$ cat src/rtl/core/sat_pkg.sv
`default_nettype none
// ----------------------------------------------------------------------------
// sat_pkg
// Shared types and constants for the section address translator: table depth,
// command and register codes, sequencer states and the shared ALU interface.
// ----------------------------------------------------------------------------
package sat_pkg;

    localparam int NUM_REGIONS = 64;
    localparam int IDX_W       = (NUM_REGIONS > 1) ? $clog2(NUM_REGIONS) : 1;
    localparam int CNT_W       = $clog2(NUM_REGIONS + 1);
    localparam int ADDR_W      = 64;
    localparam int COUNT_W     = 7;

    typedef enum logic [1:0] {
        CMD_LOAD = 2'd0,
        CMD_V2F  = 2'd1,
        CMD_F2V  = 2'd2
    } t_cmd;

    typedef enum logic {
        REG_IMAGE_OFFSET = 1'b0,
        REG_REGION_COUNT = 1'b1
    } t_reg;

    typedef enum logic [1:0] {
        ST_IDLE,
        ST_BIAS,
        ST_SCAN,
        ST_ADD
    } t_state;

    typedef enum logic {
        ALU_SUB,
        ALU_ADD
    } t_alu_op;

    typedef struct packed {
        t_alu_op             op;
        logic [ADDR_W-1:0]   a;
        logic [ADDR_W-1:0]   b;
        logic [ADDR_W-1:0]   c;
    } t_alu_req;

    typedef struct packed {
        logic [ADDR_W-1:0]   sum;
        logic                carry;
        logic                below;
    } t_alu_res;

endpackage
`default_nettype wire

$ cat src/rtl/core/sat_alu.sv
`default_nettype none
// ----------------------------------------------------------------------------
// sat_alu
// Shared 64-bit add/subtract unit with a trailing magnitude compare. On a
// subtraction, carry high means no borrow; below compares the sum with c.
// ----------------------------------------------------------------------------
module sat_alu (
    input  sat_pkg::t_alu_req i_req,
    output sat_pkg::t_alu_res o_res
);

    logic [sat_pkg::ADDR_W-1:0] operand_b;
    logic                       carry_in;
    logic [sat_pkg::ADDR_W:0]   total;

    always_comb begin
        if (i_req.op == sat_pkg::ALU_SUB) begin
            operand_b = ~i_req.b;
            carry_in  = 1'b1;
        end else begin
            operand_b = i_req.b;
            carry_in  = 1'b0;
        end
        total = {1'b0, i_req.a} + {1'b0, operand_b}
                + {{sat_pkg::ADDR_W{1'b0}}, carry_in};
        o_res.sum   = total[sat_pkg::ADDR_W-1:0];
        o_res.carry = total[sat_pkg::ADDR_W];
        o_res.below = (total[sat_pkg::ADDR_W-1:0] < i_req.c);
    end

endmodule
`default_nettype wire

$ cat config.mk
export PLATFORM = sky130hd
export DESIGN_NAME = sat_alu
export DESIGN_NICKNAME = d
export VERILOG_FILES = /design/src/rtl/core/sat_pkg.sv /design/src/rtl/core/sat_alu.sv
export SDC_FILE = /design/constraint.sdc
export NUM_CORES = 1
export LEC_CHECK = 0
export BUFFER_PORTS_ARGS = -buffer_cell sky130_fd_sc_hd__buf_4
export CAP_MARGIN = 20
export CORE_ASPECT_RATIO = 1.25
export CORE_MARGIN = 2
export CORE_UTILIZATION = 51
export DETAILED_ROUTE_END_ITERATION = 12
export GPL_TIMING_DRIVEN = 1
export PLACE_DENSITY = 0.84
export SLEW_MARGIN = 30
export SYNTH_ARGS = -nofsm -noshare
export SYNTH_HDL_FRONTEND = slang
export SYNTH_SLANG_ARGS = --single-unit
$ cat constraint.sdc
create_clock -name vclk -period 7.7
set_input_delay 1.155 -clock vclk [all_inputs]
set_output_delay 1.155 -clock vclk [all_outputs]
set_load 0.01 [all_outputs]
==> impl_metrics.py, run 1 <==
metrics = {
    "timing": {
        "maxSlewViolCount": 0,
        "setup_violations": 0,
        "setup_tns_ns": 0,
        "slew_headroom": 0.633,
        "max_freq_mhz": 139,
        "hold_viol_final": 0,
        "fin_crit_sh": 0.933,
        "worst_pin_slew_ns": 0.537,
        "rsz0062_at_grt": "no",
        "final.min_clock_period_ns": 7.18,
    },
    "yosys": {
        "syn_inst": 871,
        "synth_xor_area_frac": 0.174,
        "synthMuxAreaShare": 0.00325,
        "synth-simple-area-share": 0.178,
        "syn_area_um2": 6150,
        "postSynthAreaPerCell_um2": 7.06,
        "synth_largest_area_cell": "ha_1",
        "syn_nets": 1191,
        "ys_types": 72,
        "synth_most_common_cell": "ha_1",
        "synth_top_area_frac": 0.256,
        "yosysWarningCount": 0,
        "synth_seq_area_share": 0,
        "ys_top_cells_by_area": "ha_1 26%, xnor2_1 13%, a21oi_1 6.8%, a21o_1 5.5%, inv_1 4.8%",
        "synth_top_family_by_area": "compound AO/OA/AOI/OAI gates",
        "synth_compound_area_frac": 0.316,
        "synthTopCellsByCount": "126 x ha_1, 93 x xnor2_1, 84 x a21oi_1, 79 x inv_1, 66 x nand2_1",
        "synthAdderAreaFrac": 0.260,
    },
    "pwr": {
        "leakagePower_nw": 4.18,
        "p_switching_mw": 0.679,
        "power_density_nw_per_um2": 152,
        "intPower_mw": 0.569,
        "seqPwrFrac": 0,
        "comb_power_share": 1.000,
        "p_clk_frac": 0,
        "switching_share": 0.544,
        "ir_worst_vdd_mv": 0.0914,
    },
    "grt": {
        "busiest_layer": "met2",
        "gr-usage-met2": 0.577,
        "grt_pass1_wl_um": 33500,
        "antenna_found_initial": 0,
        "grt_pass1_vias": 6977,
        "use_met3": 0.0303,
        "gr-usage-all-layers": 0.312,
        "grtUsageMet1": 0.379,
        "grt_start_max_net_pins": 29,
        "grt-ovfl-total": 0,
    },
    "die": {
        "ioPinCount": 259,
        "die_h_um": 127,
        "fp.dieArea_um2": 13000,
        "die_x_um": 102,
        "rows": 44,
        "fp.coreArea_um2": 11700,
        "start_util": 0.527,
    },
    "worst_setup_path": {
        "max_stage_delay_ns": 0.52,
        "cp_num_buf_inv": 3,
        "start_kind": "input pin",
        "critPathKind": "in -> out",
        "cp_data_required_time_ns": 6.55,
        "path_cells": "buf_4 > buf_12 > xnor2_1 > ha_1 > nand2_1 > a211oi_1 > o211ai_1 > o21ai_1 > a21oi_1 > xnor2_1 > ha_1 > a21o_1 > a21o_1 > a21oi_1 > nor2_1 > a2111oi_0 > o21ai_0 > a211oi_2 > o21a_1 > buf_4",
        "cp_data_arrival_time_ns": 6.03,
        "path_max_fanout": 28,
        "slowest_stage": "a2111oi_0",
        "cpLargestDelayFamily": "compound AO/OA/AOI/OAI gates",
        "crit_path_end_kind": "primary output",
    },
    "route": {
        "wl_per_cell_um": 16.8,
        "vias": 7394,
        "via_per_inst": 5.85,
        "first_pass_iters": 5,
        "drc": 0,
        "drt_iter0_markers": 392,
        "routed_wl_um": 21300,
        "drtAntennaViolNets": 0,
    },
    "clock_tree": {
        "cts_hold_buf": 0,
        "cts-resized-gates": 0,
        "cts_setup_buffers": 0,
    },
    "outcome": {
        "status": "complete, no violations",
    },
    "run": {
        "maxCapViolations": 0,
    },
    "layout": {
        "syn_to_final_growth_pct": 33.4,
        "nFillCells": 1031,
        "layout.nets": 1424,
        "clkbuf_count": 0,
        "num_antenna_cells": 0,
        "finalNonFillerCells": 1263,
        "nFlopsAndLatches": 0,
        "final_layout_size_suffix_gt1_frac": 0.254,
        "final-seq-area_um2": 0,
    },
    "hold_path": {
        "hold_path.class": "in -> out",
    },
    "placed_design": {
        "portBuffers": 259,
        "hpwl_um": 18600,
        "routabilityCongestion": 0.999,
        "dp_cells": 1263,
    },
}
==> metrics by stage <==
step / util / power, mW / setup WS [ns] / hold WS (ns) / area (um2)
6_report: 0.703 / 1.25 / 0.515 / 2.65 / 8210
5_1_grt: 0.703 / 1.37 / 0.177 / 2.66 / 8210
4_1_cts: 0.703 / 1.23 / 0.374 / 2.64 / 8200
3_5_place_dp: 0.703 / 1.23 / 0.405 / 2.64 / 8200
3_3_place_gp: 0.703 / 1.21 / 0.353 / 2.64 / 8200
2_1_floorplan: - / 0.770 / 1.05 / 2.39 / 6150
==> power groups by stage <==
| stage | combinational, mW | sequential (mW) | clock [mW] |
|---|---|---|---|
| 2_1_floorplan | 0.770 | 0 | 0 |
| 5_1_grt | 1.37 | 0 | 0 |
| 6_report | 1.25 | 0 | 0 |
| 4_1_cts | 1.23 | 0 | 0 |
| 3_5_place_dp | 1.23 | 0 | 0 |
| 3_3_place_gp | 1.21 | 0 | 0 |
==> layer usage <==
layer  vias to the layer above  wire [um]
met2                       322      10700
met5                         -          0
met4                         0        611
li1                       3651          -
met1                      3373       8460
met3                        48       1480
==> final cells by class <==
class | instances | area, um2 | area share
inverters | 79 | 297 | 0.0361
multi-input cells | 761 | 5730 | 0.698
repair buffers | 262 | 1980 | 0.241
well taps | 161 | 201 | 0.0245
==> cells in the final DEF, fill, tap and decap left out, types with 10 or more instances in the layout <==
cell | synthesis | final
o21a_1 | 10 | 10
nor3_1 | 20 | 20
nand2_1 | 66 | 66
inv_1 | 79 | 79
nand4_1 | 29 | 29
nor2_1 | 41 | 41
xnor2_1 | 93 | 93
a211oi_1 | 14 | 13
xor2_1 | 29 | 29
buf_4 | 0 | 261
o21ai_0 | 49 | 49
a31oi_1 | 11 | 11
a21oi_1 | 84 | 84
nand3_1 | 11 | 11
o21bai_1 | 15 | 15
a21o_1 | 45 | 45
ha_1 | 126 | 126
==> worst min-delay path, stage by stage <==
cell    delay (ns)
buf_4         0.09
xor2_1        0.09
buf_4         0.15
==> cells by family after synthesis <==
family / count (synthesis)
simple gates: 217
buf+inv: 110
mux: 2
compound gates: 293
fa+ha+maj: 127
xor+xnor: 122
==> worst paths after layout <==
kind,slack (ns),cells after the start,to,startpoint
hold / removal,2.65,3,o_res[2],i_req[128]
setup / recovery,0.52,20,o_res[0],i_req[192]
No activity file was read; power rests on OpenSTA's default activity.
==> inputs of run 2 (changes only) <==
--- a/config.mk
+++ b/config.mk
@@ -8,7 +8,7 @@
 export BUFFER_PORTS_ARGS = -buffer_cell sky130_fd_sc_hd__buf_4
 export CAP_MARGIN = 20
 export CORE_ASPECT_RATIO = 1.25
-export CORE_MARGIN = 2
+export CORE_MARGIN = 1
 export CORE_UTILIZATION = 51
 export DETAILED_ROUTE_END_ITERATION = 12
 export GPL_TIMING_DRIVEN = 1
==> impl_metrics.py, run 2 (synthesis results as in run 1) <==
metrics = {
    "outcome": {
        "status": "complete, no violations",
    },
    "timing": {
        "max_freq_mhz": 141,
        "slew_headroom": 0.410,
        "timing.hold.ws_ns": 2.63,
        "setup_violations": 0,
        "hold_viol_final": 0,
        "maxSlewViolCount": 0,
        "rsz0062_at_grt": "no",
        "setup_tns_ns": 0,
        "fin_crit_sh": 0.922,
        "worst_pin_slew_ns": 0.880,
        "final.min_clock_period_ns": 7.10,
    },
    "layout": {
        "num_antenna_cells": 0,
        "syn_to_final_growth_pct": 33.1,
        "clkbuf_count": 0,
        "nFlopsAndLatches": 0,
        "layout.nets": 1422,
        "final_layout_size_suffix_gt1_frac": 0.252,
        "final_cell_mix": "259 x buf_4, 126 x ha_1, 93 x xnor2_1, 84 x a21oi_1, 79 x inv_1",
        "final-seq-area_um2": 0,
        "final_common_cell": "buf_4",
        "final_cell_area_um2": 8190,
    },
    "route": {
        "via_per_inst": 5.85,
        "routed_wl_um": 21100,
        "wl_met2_um": 10500,
        "vias": 7373,
        "drtAntennaViolNets": 0,
        "wl_per_cell_um": 16.7,
        "drt_iter0_markers": 409,
        "routed.top_layer": "met4",
        "wl_met1_um": 8220,
        "first_pass_iters": 5,
        "drc": 0,
        "met3_length_um": 1430,
    },
    "grt": {
        "antenna_found_initial": 0,
        "grt-ovfl-total": 0,
        "grt_start_max_net_pins": 44,
        "grt_pass1_wl_um": 33300,
        "grt_pass1_vias": 7121,
        "gr-usage-all-layers": 0.324,
    },
    "clock_tree": {
        "cts-resized-gates": 0,
        "cts_setup_buffers": 0,
        "cts_hold_buf": 0,
    },
    "hold_path": {
        "hold_path.class": "in -> out",
        "hold_depth": 3,
    },
    "pwr": {
        "leakagePower_nw": 4.17,
        "totalPowerFinal_mw": 1.24,
        "ir_worst_vdd_mv": 0.0843,
        "power_density_nw_per_um2": 152,
    },
    "worst_setup_path": {
        "critPathKind": "in -> out",
        "start_kind": "input pin",
        "crit_path_end_kind": "primary output",
        "cp_data_required_time_ns": 6.55,
        "cp_data_arrival_time_ns": 5.94,
        "path_max_fanout": 43,
    },
    "placed_design": {
        "routabilityCongestion": 0.938,
        "postPlaceCellArea_um2": 8190,
        "portBuffers": 259,
        "hpwl_um": 18400,
    },
    "die": {
        "ioPinCount": 259,
        "fp.dieArea_um2": 12500,
        "rows": 44,
        "die_x_um": 100,
        "start_util": 0.527,
        "fp.coreArea_um2": 11700,
        "die_h_um": 125,
    },
    "run": {
        "maxCapViolations": 0,
    },
}
==> run 2: cell count changes in the layout (fill, tap and decap cells not counted), sizes merged <==
cell | before | now
buf | 262 | 260
==> run 2: per-layer routing <==
layer  track usage  vias to the layer above
li1              -                     3657
met1         0.367                     3328
met4         0.115                        0
met2         0.609                      326
met5             0                        -
met3        0.0359                       62
==> run 2: layout make-up <==
type	instances	area [um2]
repair buffers	260	1960
well taps	161	201
fillers	1052	3480
inverters	79	297
multi-input cells	761	5730
==> run 2: power by group <==
part	switching, mW	total [mW]	internal, mW
clock	0	0	0
sequential	0	0	0
combinational	0.674	1.24	0.569
==> run 2: critical path, stage by stage <==
cell and delay [ns]:
buf_4 0.32, buf_12 0.33, xnor2_1 0.13, ha_1 0.38, a21oi_1 0.28, o21ai_1 0.15, a21oi_1 0.28, o22ai_1 0.15
a21oi_2 0.25, o221ai_1 0.20, xor2_1 0.20, ha_1 0.32, nand4_1 0.08, or2_2 0.29, nor4_1 0.40, nor4b_1 0.33
a211oi_1 0.27, o21a_1 0.24, buf_4 0.14
==> run 2: metrics by stage <==
stage | instances | util | worst slack (ns)
final | 1261 | 0.702 | 0.600
after global routing | 1261 | 0.702 | 0.173
after floorplan | 871 | - | 1.05
after CTS | 1261 | 0.702 | 0.648
after global placement | 1261 | 0.702 | 0.796
after detailed placement | 1261 | 0.702 | 0.648
==> run 2: path summary, 6_finish.rpt <==
path / startpoint / end / slack, ns
setup / recovery: i_req[192] / o_res[0] / 0.60
hold / removal: i_req[128] / o_res[2] / 2.63
==> inputs of run 3 (changes only) <==
--- a/config.mk
+++ b/config.mk
@@ -5,7 +5,7 @@
 export SDC_FILE = /design/constraint.sdc
 export NUM_CORES = 1
 export LEC_CHECK = 0
-export BUFFER_PORTS_ARGS = -buffer_cell sky130_fd_sc_hd__buf_4
+export BUFFER_PORTS_ARGS = -buffer_cell sky130_fd_sc_hd__clkbuf_2
 export CAP_MARGIN = 20
 export CORE_ASPECT_RATIO = 1.25
 export CORE_MARGIN = 1
==> impl_metrics.py, run 3 (synthesis results as in run 1) <==
metrics = {
    "outcome": {
        "status": "complete, no violations",
    },
    "layout": {
        "final_cell_mix": "258 x clkbuf_2, 126 x ha_1, 93 x xnor2_1, 84 x a21oi_1, 79 x inv_1",
        "clkbuf_count": 0,
        "final_layout_size_suffix_gt1_frac": 0.254,
        "multi_input_area_um2": 5730,
        "syn_to_final_growth_pct": 22.8,
        "final-seq-area_um2": 0,
        "final_common_cell": "clkbuf_2",
        "num_antenna_cells": 0,
        "finalNonFillerCells": 1264,
        "layout.nets": 1425,
        "nFillCells": 1111,
        "nFlopsAndLatches": 0,
    },
    "pwr": {
        "leakagePower_nw": 4.01,
        "ir_worst_vdd_mv": 0.0905,
        "p_switching_mw": 0.665,
        "power_density_nw_per_um2": 152,
        "switching_share": 0.580,
        "intPower_mw": 0.482,
        "comb_power_share": 1.000,
        "p_clk_frac": 0,
        "seqPwrFrac": 0,
    },
    "route": {
        "via_per_inst": 5.87,
        "first_pass_iters": 5,
        "routed_wl_um": 20000,
        "drtAntennaViolNets": 0,
        "drc": 0,
        "vias": 7418,
        "wl_per_cell_um": 15.8,
        "drt_iter0_markers": 492,
    },
    "hold_path": {
        "hold_end": "o_res[2]",
        "hold_depth": 3,
        "hold_start": "i_req[128]",
        "hold_path.class": "in -> out",
    },
    "placed_design": {
        "hpwl_um": 17600,
        "routabilityCongestion": 0.951,
        "dp_cells": 1264,
        "portBuffers": 259,
    },
    "worst_setup_path": {
        "critPathKind": "in -> out",
        "cp_data_required_time_ns": 6.55,
        "path_max_fanout": 19,
        "cp_data_arrival_time_ns": 5.89,
        "crit_path_end_kind": "primary output",
        "start_kind": "input pin",
    },
    "timing": {
        "slew_headroom": 0.639,
        "worst_pin_slew_ns": 0.534,
        "max_freq_mhz": 142,
        "setup_violations": 0,
        "final.min_clock_period_ns": 7.04,
        "rsz0062_at_grt": "no",
        "timing.hold.ws_ns": 2.63,
        "fin_crit_sh": 0.915,
        "hold_viol_final": 0,
        "maxSlewViolCount": 0,
        "setup_tns_ns": 0,
    },
    "grt": {
        "grt_start_max_net_pins": 20,
        "grt_pass1_vias": 7037,
        "grt-ovfl-total": 0,
        "antenna_found_initial": 0,
        "grt_pass1_wl_um": 31600,
        "gr-usage-all-layers": 0.304,
    },
    "clock_tree": {
        "cts_setup_buffers": 0,
        "cts-resized-gates": 0,
        "cts_hold_buf": 0,
    },
    "die": {
        "die_h_um": 125,
        "fp.dieArea_um2": 12500,
        "ioPinCount": 259,
        "die_x_um": 100,
        "start_util": 0.527,
        "rows": 44,
        "fp.coreArea_um2": 11700,
    },
    "run": {
        "maxCapViolations": 0,
    },
}
## run 3: cell count changes in the layout (fill, tap and decap cells not counted)
| cell | delta |
|---|---|
| clkbuf_2 | +258 |
| buf_4 | -254 |
| buf_12 | -1 |
## run 3: how the worst max path moves through the flow
stage                from  slack, ns  endpoint
2_1_floorplan  i_req[192]       1.05  o_res[0]
3_3_place_gp   i_req[192]       0.84  o_res[0]
3_5_place_dp   i_req[192]       0.73  o_res[0]
4_1_cts        i_req[192]       0.73  o_res[0]
5_1_grt        i_req[192]       0.37  o_res[0]
6_report       i_req[192]       0.66  o_res[0]
## run 3: through the flow
step / setup WS (ns) / instance area (um2) / utilization / power [mW]
final: 0.657 / 7550 / 0.647 / 1.15
after global routing: 0.372 / 7550 / 0.647 / 1.26
after CTS: 0.726 / 7550 / 0.647 / 1.14
after detailed placement: 0.731 / 7550 / 0.647 / 1.13
after global placement: 0.839 / 7550 / 0.647 / 1.12
after floorplan: 1.05 / 6150 / - / 0.770
## run 3: worst max-delay path, cell delays in order
cell,delay (ns)
buf_4,0.27
buf_4,0.37
xnor2_1,0.12
ha_1,0.38
a21oi_1,0.29
o21ai_1,0.15
a21oi_1,0.29
o22ai_1,0.16
a21oi_2,0.27
o221ai_1,0.20
xor2_1,0.21
ha_1,0.33
nand4_1,0.08
or2_2,0.30
nor4_1,0.39
nor4b_1,0.32
a211oi_1,0.12
buf_4,0.17
o21a_1,0.17
clkbuf_2,0.12
## run 3: layout make-up
type,instances,share of cell area
inverters,79,0.0393
well taps,161,0.0267
repair buffers,263,0.176
multi-input cells,761,0.758
## run 3: metal layers
layer,part of all wire,up-vias,wire (um),GRT usage
met3,0.071,66,1430,0.0376
met5,0,-,0,0
li1,-,3650,-,-
met4,0.050,0,1000,0.136
met1,0.39,3380,7740,0.340
met2,0.49,322,9780,0.562
## run 3: power by group through the flow
stage	registers, mW	logic [mW]	clock network (mW)
floorplan	0	0.770	0
global placement	0	1.12	0
detailed placement	0	1.13	0
CTS	0	1.14	0
global route	0	1.26	0
finish	0	1.15	0
